===== src/ggs_pkg.sv =====
package ggs_pkg;

  localparam int SAMPLE_W   = 32;
  localparam int COEF_W     = 32;
  localparam int SIZE_W     = 6;
  localparam int DIFF_W     = 37;
  localparam int HALO_TOTAL = 4;
  localparam int HALO_SIDE  = 2;
  localparam int NUM_BANKS  = 4;
  localparam int NUM_COPIES = 3;
  localparam int NUM_SLOTS  = 2 * NUM_COPIES;

  localparam logic [SIZE_W-1:0] SIZE_RESET = 6'd32;

  // configuration register indexes
  localparam int CFG_IDX_W = 3;
  localparam logic [CFG_IDX_W-1:0] CFG_LATTICE = 3'd0;
  localparam logic [CFG_IDX_W-1:0] CFG_SIZE_X  = 3'd1;
  localparam logic [CFG_IDX_W-1:0] CFG_SIZE_Y  = 3'd2;
  localparam logic [CFG_IDX_W-1:0] CFG_SIZE_Z  = 3'd3;
  localparam logic [CFG_IDX_W-1:0] CFG_COEF_X  = 3'd4;
  localparam logic [CFG_IDX_W-1:0] CFG_COEF_Y  = 3'd5;
  localparam logic [CFG_IDX_W-1:0] CFG_COEF_Z  = 3'd6;

  // read slots of every plane bank, relative to the current plane offset
  localparam int SLOT_CTR = 0;
  localparam int SLOT_YM2 = 1;
  localparam int SLOT_YM1 = 2;
  localparam int SLOT_YP1 = 3;
  localparam int SLOT_YP2 = 4;
  localparam int SLOT_ZP2 = 5;

  typedef struct packed {
    logic       emit;
    logic       last;
    logic [1:0] phase;
  } ggs_flags_t;

  function automatic logic signed [DIFF_W-1:0] ggs_sext(input logic signed [SAMPLE_W-1:0] v);
    return DIFF_W'(v);
  endfunction

endpackage


===== src/ggs_pos.sv =====
module ggs_pos #(
  parameter int MAX_DIM = 32,
  localparam int SIDE = MAX_DIM + ggs_pkg::HALO_TOTAL,
  localparam int PW = $clog2(SIDE + 1),
  localparam int LW = $clog2(SIDE * SIDE)
) (
  input  logic                        clk,
  input  logic                        rst_n,
  input  logic                        adv_i,
  input  logic [ggs_pkg::SIZE_W-1:0]  size_x_i,
  input  logic [ggs_pkg::SIZE_W-1:0]  size_y_i,
  input  logic [ggs_pkg::SIZE_W-1:0]  size_z_i,
  output ggs_pkg::ggs_flags_t         flags_o,
  output logic [LW-1:0]               lin_o,
  output logic [PW-1:0]               pz_o
);
  import ggs_pkg::*;

  logic [PW-1:0] pos_x_r, pos_x_nxt;
  logic [PW-1:0] pos_y_r, pos_y_nxt;
  logic [PW-1:0] pos_z_r, pos_z_nxt;
  logic [LW-1:0] lin_r, lin_nxt;
  logic [PW-1:0] px, py, pz;
  logic          z_end, y_end, x_end;
  logic          in_x, in_y, in_z;

  function automatic logic [PW-1:0] eff_size(input logic [SIZE_W-1:0] s);
    logic [PW-1:0] e;
    if (s == '0) begin
      e = PW'(1);
    end else if (32'(s) > 32'(MAX_DIM)) begin
      e = PW'(MAX_DIM);
    end else begin
      e = PW'(s);
    end
    return e;
  endfunction

  // padded extents
  assign px = eff_size(size_x_i) + PW'(HALO_TOTAL);
  assign py = eff_size(size_y_i) + PW'(HALO_TOTAL);
  assign pz = eff_size(size_z_i) + PW'(HALO_TOTAL);

  // interior window of the point two planes back
  assign in_x = (pos_x_r >= PW'(HALO_TOTAL)) && (pos_x_r < px);
  assign in_y = (pos_y_r >= PW'(HALO_SIDE)) &&
                ((PW+1)'(pos_y_r) + (PW+1)'(3) <= (PW+1)'(py));
  assign in_z = (pos_z_r >= PW'(HALO_SIDE)) &&
                ((PW+1)'(pos_z_r) + (PW+1)'(3) <= (PW+1)'(pz));

  assign flags_o.emit  = in_x && in_y && in_z;
  assign flags_o.last  = (pos_x_r == px - PW'(1)) && (pos_y_r == py - PW'(3)) &&
                         (pos_z_r == pz - PW'(3));
  assign flags_o.phase = pos_x_r[1:0];
  assign lin_o = lin_r;
  assign pz_o  = pz;

  // raster advance, z fastest
  assign z_end = (PW+1)'(pos_z_r) + (PW+1)'(1) >= (PW+1)'(pz);
  assign y_end = (PW+1)'(pos_y_r) + (PW+1)'(1) >= (PW+1)'(py);
  assign x_end = (PW+1)'(pos_x_r) + (PW+1)'(1) >= (PW+1)'(px);

  always_comb begin
    pos_x_nxt = pos_x_r;
    pos_y_nxt = pos_y_r;
    pos_z_nxt = pos_z_r + PW'(1);
    lin_nxt   = lin_r + LW'(1);
    if (z_end) begin
      pos_z_nxt = '0;
      if (y_end) begin
        pos_y_nxt = '0;
        lin_nxt   = '0;
        pos_x_nxt = x_end ? '0 : pos_x_r + PW'(1);
      end else begin
        pos_y_nxt = pos_y_r + PW'(1);
      end
    end
  end

  always_ff @(posedge clk) begin
    if (!rst_n) begin
      pos_x_r <= '0;
      pos_y_r <= '0;
      pos_z_r <= '0;
      lin_r   <= '0;
    end else if (adv_i) begin
      pos_x_r <= pos_x_nxt;
      pos_y_r <= pos_y_nxt;
      pos_z_r <= pos_z_nxt;
      lin_r   <= lin_nxt;
    end
  end

endmodule


===== config.mk =====
export PLATFORM = sky130hd
export DESIGN_NAME = ggs_pos
export DESIGN_NICKNAME = d
export VERILOG_FILES = /design/src/ggs_pkg.sv /design/src/ggs_pos.sv
export SDC_FILE = /design/constraint.sdc
export NUM_CORES = 1
export LEC_CHECK = 0
export ABC_CLOCK_PERIOD_IN_PS = 4900
export BUFFER_PORTS_ARGS = -buffer_cell sky130_fd_sc_hd__buf_2
export CORE_ASPECT_RATIO = 0.5
export CORE_MARGIN = 8
export CORE_UTILIZATION = 37
export CTS_BUF_LIST = sky130_fd_sc_hd__clkbuf_4
export CTS_CLUSTER_SIZE = 12
export DETAILED_ROUTE_END_ITERATION = 8
export PLACE_DENSITY = 0.59
export SYNTH_ARGS = -nofsm -noshare
export SYNTH_HDL_FRONTEND = slang
export SYNTH_SLANG_ARGS = --single-unit

===== constraint.sdc =====
create_clock -name clk -period 4.9 [get_ports clk]
set_clock_uncertainty 0.1 [all_clocks]
set_input_delay 1.47 -clock clk [delete_from_list [all_inputs] [get_ports clk]]
set_output_delay 1.47 -clock clk [all_outputs]
set_load 0.01 [all_outputs]

# == Yosys cells after proc, flatten, opt, wreduce, memory -nomap -nowiden ==
# Cells that the tools add are included.
# op_classes
n_addsub,15
multipliers,0
div_mod_pow,0
magnitude_cmp,12
n_eq_ne,3
n_shift,0
muxes,11
bitwise_logic,0
n_reduce_logical,12
# ops
cell,count
$mux 6,9
$mux 11,2
$add 6x1->7 const B,3
$ge 7x6->1,3
$add 6x1->6 const B,3
$add 6x3->6 const B,3
$eq 6x6->1,3
$gt 6x6->1 const B,3
$logic_not 6->1,3
$add 6x2->7 const B,2
$le 7x6->1,2
$ge 6x2->1 const B,2
$sub 6x2->6 const B,2
$add 11x1->11 const B,1
$logic_and 1x1->1,7
$ge 6x3->1 const B,1
$lt 6x6->1,1
$sub 6x1->6 const B,1
$reduce_and 3->1,1
$reduce_and 2->1,1
# word_totals
ff_bits,29
latchBits,0
mem_bits_rw,0
romBits,0
output_inout_bits,21
wordCells,57
n_memories,0

# == Depth between registers and ports, before layout ==
# Gate-level depths: netlist of the first run.
# depth
ltp_word,8
ltp_mapped,12
mapped_depth_nobuf,12

# == Worst setup path after synthesis of the first run ==
# Ideal clock, no wire load.
# synth_timing
path_kind,input port to output port
startpoint,input port size_z_i[2] (netlist bit)
endpoint,output port flags_o[3] (netlist bit)
arrival_ps,3902
t_required_ps,3330
slack_ps,-572
cell_stages,9
path_buffers,0
path_cell_list,nor2b_1 ha_1 xnor2_1 inv_1 ha_1 and3_1 a221oi_1 a41oi_1 a2111oi_0
# synth_lines
element,line_no,text
start: declaration,ggs_pos.sv:12,"input logic [ggs_pkg::SIZE_W-1:0] size_z_i,"
end: declaration,ggs_pos.sv:13,"output ggs_pkg::ggs_flags_t flags_o,"

==> results of run 1 <==
[cells by family (layout without fill, tap and decap cells)]
logic type      count (synthesis)  in the layout  synth area share, %
mux                             2              2                0.638
buf+inv                        43            121                 5.78
simple gates                  151            151                 24.6
compound gates                 65             65                 14.7
flops                          29             29                 18.5
xor+xnor                       57             57                 15.9
fa+ha+maj                      50             50                 19.9
[metrics by stage]
| step | power, mW | instance area [sq um] | worst slack (ns) | instances |
|---|---|---|---|---|
| after global routing | 0.638 | 4080 | -0.224 | 587 |
| after floorplan | 0.353 | 3160 | 0.0193 | 397 |
| after detailed placement | 0.432 | 3750 | -0.212 | 575 |
| final | 0.594 | 4080 | -0.0852 | 587 |
| after CTS | 0.582 | 3900 | -0.145 | 584 |
| after global placement | 0.431 | 3750 | -0.243 | 575 |
[cell usage in the layout, fill, tap and decap left out, drive strengths merged, types with 2 or more instances in the layout]
cell type,count
a2111oi,2
ha,49
mux2i,2
nand3,23
a22oi,2
nor2b,12
o311ai,3
and3,6
a41oi,2
o31ai,2
o21a,4
a221oi,2
o21ai,15
xnor2,34
clkbuf,6
nor2,37
xor2,23
o2111ai,3
clkinv,2
a31oi,8
a21oi,6
nand2b,13
dfxtp,29
inv,22
a21o,3
a21boi,5
buf,91
o211ai,4
nor4,7
nand2,28
nand4,10
o31a,2
nor3,8
or2,2
[report_power, final]
part	internal, mW	switching [mW]
clock network	0.0575	0.0770
registers	0.239	0.00700
logic	0.107	0.107
[sequential cells by signal, summed over array words and instances (netlist names)]
register / cells
pos_x_r: 6
lin_o: 11
pos_y_r: 6
pos_z_r: 6
[worst min-delay path, cell delays in order (launching register included)]
cell and delay, ns:
sky130_fd_sc_hd__dfxtp_1 0.34, sky130_fd_sc_hd__xor2_1 0.07, sky130_fd_sc_hd__nor2_1 0.07
[cell type report]
| type | instances | area share (%) |
|---|---|---|
| multi-input cells | 325 | 63.9 |
| inverters | 23 | 2.12 |
| repair buffers | 91 | 15.1 |
| clock buffers | 6 | 1.10 |
| clock inverters | 1 | 0.0920 |
| flip-flops and latches | 29 | 14.2 |
| well taps | 112 | 3.44 |
[routing by layer]
layer,vias to the layer above,wire length (um),GRT usage (%)
met1,1388,4310,18.7
li1,1552,-,-
met4,0,93,3.16
met5,-,0,0
met3,6,207,2.49
met2,37,3510,21.2
[worst min-delay path by stage]
stage | startpoint | endpoint | cells after the start
detailed placement | lin_o[10]$_SDFFE_PN0P_ | lin_o[10]$_SDFFE_PN0P_ | 2
finish | lin_o[10]$_SDFFE_PN0P_ | lin_o[10]$_SDFFE_PN0P_ | 2
floorplan | pos_z_r[0]$_SDFFE_PN0P_ | pos_z_r[0]$_SDFFE_PN0P_ | 2
global placement | lin_o[10]$_SDFFE_PN0P_ | lin_o[10]$_SDFFE_PN0P_ | 2
global route | lin_o[1]$_SDFFE_PN0P_ | lin_o[1]$_SDFFE_PN0P_ | 2
CTS | lin_o[10]$_SDFFE_PN0P_ | lin_o[10]$_SDFFE_PN0P_ | 2
[synth_stat cells, drive strengths merged, types with 2 or more instances]
master | n | share of area (%)
a2111oi | 2 | 0.56
a21boi | 5 | 1.2
a21o | 3 | 0.72
a21oi | 6 | 0.96
a221oi | 2 | 0.56
a22oi | 2 | 0.48
a31oi | 8 | 1.6
a41oi | 2 | 0.56
and3 | 6 | 1.2
buf | 8 | 1.6
clkbuf | 12 | 1.4
dfxtp | 29 | 19
ha | 49 | 20
inv | 22 | 2.6
mux2i | 2 | 0.64
nand2 | 28 | 3.4
nand2b | 13 | 2.6
nand3 | 23 | 3.7
nand4 | 10 | 2.0
nor2 | 37 | 4.5
nor2b | 12 | 2.4
nor3 | 8 | 1.3
nor4 | 7 | 1.9
o2111ai | 3 | 0.84
o211ai | 4 | 0.96
o21a | 4 | 0.96
o21ai | 15 | 2.4
o311ai | 3 | 0.84
o31a | 2 | 0.56
o31ai | 2 | 0.92
or2 | 2 | 0.48
xnor2 | 34 | 9.5
xor2 | 23 | 6.4
[timing repair]
action	4_1_cts	5_1_grt
pin swaps	8	12
setup endpoints to repair	2	2
gates cloned	0	0
resized for setup	17	29
buffers inserted	2	3
hold buffers	0	0
==> results.txt, run 1 <==
The gate count of the mapped netlist came out at about 400. The routed wirelength normalized by instance count came out at 13.8 um. The wire length of the first global-routing pass is 13300 um.

The critical path ends at flags_o[3]. The measured slew at the worst slew-check pin is 0.928 ns. On the critical path, the stage with the largest delay is an instance of sky130_fd_sc_hd__ha_1.

The clock-pin slew on the worst setup and hold paths is roughly 0.080 ns. The number of global-route vias before repair is 2756. The register bit count reported by yosys came out at 29. The insertion delay of the later-clocked pin in the worst-skew pair is 0.32 ns. The flow ran to the end, but the final reports show violations.

The share of the cycle needed by the critical path after routing is 102%. In this run the worst setup path begins at size_y_i[3]. The placed wire-length estimate came out at 6370 um.

The number of failing hold endpoints at the final stage is 0. The number of library cell types mapped by synthesis came out at between 50 and 60. The via count came out at 2983. The worst path buffer plus inverter count is 2. Setup repair after global routing could not meet its margin everywhere. The number of nets with antenna violations after routing came out at 0. The data arrival time of the worst path is roughly 3.4 ns.

The number of antenna cells inserted is 0. The TritonCTS buffer count is 5. The pre-antenna-repair detailed-routing pass consisted of 4 iterations. The total grt overflow came out at 0. The final weighted congestion in routability-driven placement came out at between 0.8 and 0.9. The final worst-path setup slack came out at -0.0852 ns. The layout overhead on the synthesized area came out at 30.0%.

The final count of negative-setup-slack endpoints came out at 2. The number of design rule violations left after detail routing is 0. The cell area after synthesis came out at roughly 0.0031 sq mm.

STA classifies the critical path endpoint as a primary output. The global-route total usage across every layer came out at a little over an eighth. The time the final worst path needs with I/O delays and setup is 4.99 ns.

The tool flagged a number of max-cap violations equal to 0. The worst-case register-to-register setup slack came out at 1.51 ns. The final layout contains ~550 nets. The count of pins on the block boundary is 42.

The checks that failed: negative setup slack. The master cell of the clock root buffer is sky130_fd_sc_hd__clkbuf_4. In this run, the number of DRC markers left after iteration 0 of detailed routing was 112. The net count of the mapped netlist came out at 467. In this run the critical register-to-register path is captured at pos_x_r[0]$_SDFFE_PN0P_.

The number of cells on the worst reg-to-reg path came out at 10. Among the stages of the critical path, the cell type that occurs most often is sky130_fd_sc_hd__buf_2. The maximum ir drop on the vdd rail is approximately 0.095 mV. The sequential cell area is 581 sq um.

STA classifies the critical path startpoint as an input pin. In this run the number of cells on the critical path is 10. The floorplan die width is 146 um. The critical path is of the input pin to primary output type. The site row count came out at 23. After synthesis, the mean cell area works out to just under 8 sq um. The clock tree from TritonCTS is yes. The critical path goes through buf_2, nand2_1, xor2_1, or2_2, ha_1, a21o_1, a221oi_2, a41oi_1, a2111oi_2, buf_2. The maximum number of pins on one net before global-route repair came out at 28.

Final hold analysis gives a worst-case slack of 0.410 ns. The share of final-layout standard cells stronger than drive strength 1 came out at 28.2%. The final number of max-transition violations was 0. Among cell families on the critical path, the largest total delay comes from compound AO/OA/AOI/OAI gates. The combined area of the multi-input logic cells is between 0.002 and 0.003 sq mm. Derived from the worst setup path, the maximum achievable clock frequency is 201 MHz. The wire length after detailed routing came out at ~8100 um. For this design, the sink count on the clock tree is 29.

The setup TNS is -0.151 ns. Among all flip-flop cells after synthesis, the most frequent one is sky130_fd_sc_hd__dfxtp_1. In this run the worst hold path is classified as flip-flop to flip-flop. The leakage power figure is between 1.5 and 2 nW. Dividing the detail-routed via count by the number of cells gives 5.08. The share of flip-flops with an asynchronous set or reset came out at 0%. In this run the worst path has a maximum fanout of 4.

The share of the yosys chip area belonging to registers came out at a little under a fifth. In this run the critical register-to-register path is launched from pos_z_r[2]$_SDFFE_PN0P_. The number of antenna violations at the first check in global routing came out at 0. The number of synthesized flops with an enable pin came out at 0.

The total number of yosys warnings came out at 0. The die covers roughly 0.012 sq mm. The critical path required time is 3.33 ns.

The delay of the slowest critical-path stage is 0.31 ns. The initial core utilization is 38.7%. In this run the tool buffered the top-level ports with 41 buffer cells. The floorplan die height is 81.1 um. The area inside the core boundary is 0.00812 sq mm. The maximum clock insertion buffer count is 2. Once layout is complete, the utilization of the core stands at 50.3%. The total number of H-tree levels is 2.

The normalized max-slew margin is approximately 38%. The filler cells instantiated in the layout total 791. For this design the ratio of total power to cell area is 146 mW/mm^2.
(Power assumes the default switching activity.)
==> run 2: changes to the inputs <==
--- a/config.mk
+++ b/config.mk
@@ -6,14 +6,14 @@
 export NUM_CORES = 1
 export LEC_CHECK = 0
 export ABC_CLOCK_PERIOD_IN_PS = 4900
-export BUFFER_PORTS_ARGS = -buffer_cell sky130_fd_sc_hd__buf_2
+export BUFFER_PORTS_ARGS = -buffer_cell sky130_fd_sc_hd__buf_4
 export CORE_ASPECT_RATIO = 0.5
 export CORE_MARGIN = 8
-export CORE_UTILIZATION = 37
+export CORE_UTILIZATION = 50
 export CTS_BUF_LIST = sky130_fd_sc_hd__clkbuf_4
 export CTS_CLUSTER_SIZE = 12
 export DETAILED_ROUTE_END_ITERATION = 8
-export PLACE_DENSITY = 0.59
+export PLACE_DENSITY = 0.75
 export SYNTH_ARGS = -nofsm -noshare
 export SYNTH_HDL_FRONTEND = slang
 export SYNTH_SLANG_ARGS = --single-unit
==> run 2 against run 1 <==
Net effect:
- the run still ends with negative setup slack left
- first-iteration DRC count rose by 140%
- clock-buffer cell count shrank 1
- worst hold slack better by 0.030 ns
- clock power about the same
- sequential share of layout area decreased by 0.25 points
- sequential power is essentially flat
- cell area rose by 1.8%
- die area down 22%
- critical endpoint unchanged
- highest routed layer unchanged
==> results.txt, run 2 (synthesized netlist as in run 1, its figures left out) <==
The share of the cycle needed by the critical path after routing is 102% (about the same). The number of failing hold endpoints at the final stage is 0 (unchanged). The flip-flop count of the largest register after layout came to 11 (unchanged).

The share of final-layout standard cells stronger than drive strength 1 is 28.3% (+0.091 points). The critical path required time is 3.33 ns (about the same). The floorplan die height came to 72.0 um (-11%). TritonCTS built the clock tree.

The wire length of the first global-routing pass is 13800 um (+3.7%). The critical path starts at size_y_i[2]. The overall die area came out at 0.00922 sq mm (-22%). The number of fillers in the final layout was 499 (-37%). The number of antenna violations at the first check in global routing came out at 0 (unchanged). The setup path with the least slack is of type input pin to primary output. The final net count came out at 546 (+0.18%).

The placed wire-length estimate is 6280 um (-1.4%). The number of buffers added to fix hold violations after cts came out at 0 (unchanged). The part of the total power dissipated in sequential elements is 40.3% (-1.1 points). The number of antenna cells inserted came out at 0 (unchanged). The via-per-instance ratio is 5.44 (+7.1%). The worst reg2reg path startpoint is pos_y_r[1]$_SDFFE_PN0P_.

The combinational power share is 37.3% (+1.4 points). CTS placed an instance of sky130_fd_sc_hd__clkbuf_4 at the clock tree root. The routed wirelength normalized by instance count came out at 15.2 um (+9.7%). Leaving out fill and tap cells, the most frequent cells in the layout are sky130_fd_sc_hd__buf_4 (87), sky130_fd_sc_hd__ha_1 (41), sky130_fd_sc_hd__nor2_1 (33). The checks that failed: negative setup slack. The number of detailed-routing iterations run before antenna repair is 4 (unchanged). The insertion delay of the later-clocked pin in the worst-skew pair came out at 0.33 ns (about the same). The TritonCTS buffer count came to 5 (unchanged). The critical path ends at flags_o[3].

The maximum ir drop on the vdd rail came out at 0.117 mV (+24%). The total grt overflow came out at 0 (unchanged). The portion of total power attributed to the clock network came out at 22.4% (-0.3 points). The site row count is 20 (-13%). The via count was 3074 (+3.1%).

The number of sinks on the clock net came out at 29 (unchanged). The met1 capacity usage during global routing is 23.7% (+5.0 points). The final number of max-transition violations came out at 0 (unchanged). The maximum number of pins on one net before global-route repair came out at 28 (unchanged). The global-route track usage on met3 came out at 3.00% (+0.50 points). The leakage power figure is 1.85 nW (+1.0%). The normalized max-slew margin came out at 41.0% (+3.2 points). The most utilized layer in the global route result is met2. The count of routing violations after the opening detailed-route iteration came out at 266 (+140%). Setup repair after global routing could not meet its margin everywhere. The number of I/O port buffers is 41 (unchanged). The data arrival time of the worst path came out at 3.42 ns (about the same). The highest clock frequency the design can meet is 200 MHz (about the same).

The final weighted congestion in routability-driven placement was 0.862 (+5.4%). The layout overhead on the synthesized area came out at 32.3%. The reported max-cap violation count came out at 0 (unchanged). The number of design rule violations left after detail routing came out at 0 (unchanged). The post-route cell area is 0.00415 sq mm (+1.8%). The maximum clock insertion buffer count is 2 (unchanged). The power per cell area is 147 mW/mm^2 (+1.0%). The worst register-to-register path ends at pos_x_r[3]$_SDFFE_PN0P_. The area inside the core boundary is 0.00606 sq mm (-25%). The worst-case register-to-register setup slack is 1.56 ns (+0.05 ns).

The total power after layout is 0.611 mW (+2.8%). The met2 global-route usage was 29.8% (+8.6 points). The reported net switching power came out at 0.204 mW (+6.8%). The internal power summed over all cells came out at 0.407 mW (+0.98%). The total number of H-tree levels is 2 (unchanged). The worst hold path begins at lin_o[1]$_SDFFE_PN0P_. The kind of start point of the critical path is an input pin. The count of pins on the block boundary is 42 (unchanged). The floorplan die width is 128 um (-12%). The final count of negative-setup-slack endpoints came out at 2 (unchanged). The initial core utilization was 51.8% (+13 points). The number of global-route vias before repair is 2916 (+5.8%). The clock-pin slew on the worst setup and hold paths is 0.10 ns (+0.02 ns). The global-route total usage across every layer is 18.0% (+4.5 points). The number of nets with antenna violations after routing is 0 (unchanged). The maximum fanout along the worst path is 5 (+1).

The number of cells on the worst reg-to-reg path is 10 (unchanged). The wire length after detailed routing is 8570 um (+5.6%). The measured slew at the worst slew-check pin is 0.880 ns (-0.0483 ns). The final worst-path setup slack is -0.0885 ns (-0.00332 ns). The run finished, with violations left. The switching power as a share of total power was 33.3% (+1.2 points). The time the final worst path needs with I/O delays and setup is 4.99 ns (+0.00332 ns). The setup TNS was -0.159 ns (-0.00818 ns).

The worst setup path is captured at a primary output. The instance area after placement is 0.00382 sq mm (+1.9%). The worst hold path class is flip-flop to flip-flop. Leaving out fill and tap cells, the most frequent cell in the layout is sky130_fd_sc_hd__buf_4.
[run 2: worst min path at each step]
stage                         endpoint  slack (ns)  depth (start not counted)
3_3_place_gp    lin_o[10]$_SDFFE_PN0P_        0.41                          2
4_1_cts          lin_o[1]$_SDFFE_PN0P_        0.44                          2
2_1_floorplan  pos_z_r[0]$_SDFFE_PN0P_        0.42                          2
6_report         lin_o[1]$_SDFFE_PN0P_        0.44                          2
3_5_place_dp     lin_o[1]$_SDFFE_PN0P_        0.42                          2
5_1_grt         lin_o[10]$_SDFFE_PN0P_        0.47                          2
[run 2: metal layers]
metal | part of all wire, % | wire, um
met5 | 0 | 0
met4 | 1.6 | 133
met3 | 6.8 | 582
met2 | 45 | 3860
met1 | 47 | 3990
[run 2: layout make-up]
class	count	area [sq um]	share of cell area (%)
multi-input cells	325	2610	62.8
repair buffers	92	717	17.3
flip-flops and latches	29	581	14.0
well taps	88	110	2.65
inverters	23	86.3	2.08
clock buffers	5	37.5	0.904
clock inverters	3	12.5	0.301
[run 2: through the flow]
step	instances	setup WS (ns)	utilization, %	hold slack (ns)
after CTS	563	-0.156	66.8	0.437
after global placement	551	-0.207	63.1	0.407
after detailed placement	551	-0.259	63.1	0.425
final	565	-0.0885	68.6	0.439
after floorplan	397	0.0193	-	0.420
after global routing	565	-0.236	68.6	0.468
[run 2: timing repair]
action / in CTS / in global routing
buffers inserted: 4 / 2
resized for setup: 25 / 15
cloned: 0 / 0
pin swaps: 14 / 6
endpoints found under the setup margin: 2 / 2
[run 2: critical path, stage by stage]
cell	delay [ns]
sky130_fd_sc_hd__buf_4	0.13
sky130_fd_sc_hd__nor2b_2	0.15
sky130_fd_sc_hd__ha_1	0.29
sky130_fd_sc_hd__inv_1	0.06
sky130_fd_sc_hd__ha_1	0.29
sky130_fd_sc_hd__and3_1	0.21
sky130_fd_sc_hd__a221oi_2	0.23
sky130_fd_sc_hd__a41oi_1	0.10
sky130_fd_sc_hd__a2111oi_4	0.32
sky130_fd_sc_hd__buf_4	0.18
[run 2: power by group through the flow]
stage | Clock (mW) | Combinational, mW | Sequential [mW]
6_report | 0.137 | 0.228 | 0.246
5_1_grt | 0.152 | 0.246 | 0.247
4_1_cts | 0.139 | 0.209 | 0.246
3_5_place_dp | 0 | 0.191 | 0.251
3_3_place_gp | 0 | 0.188 | 0.251
2_1_floorplan | 0 | 0.104 | 0.249
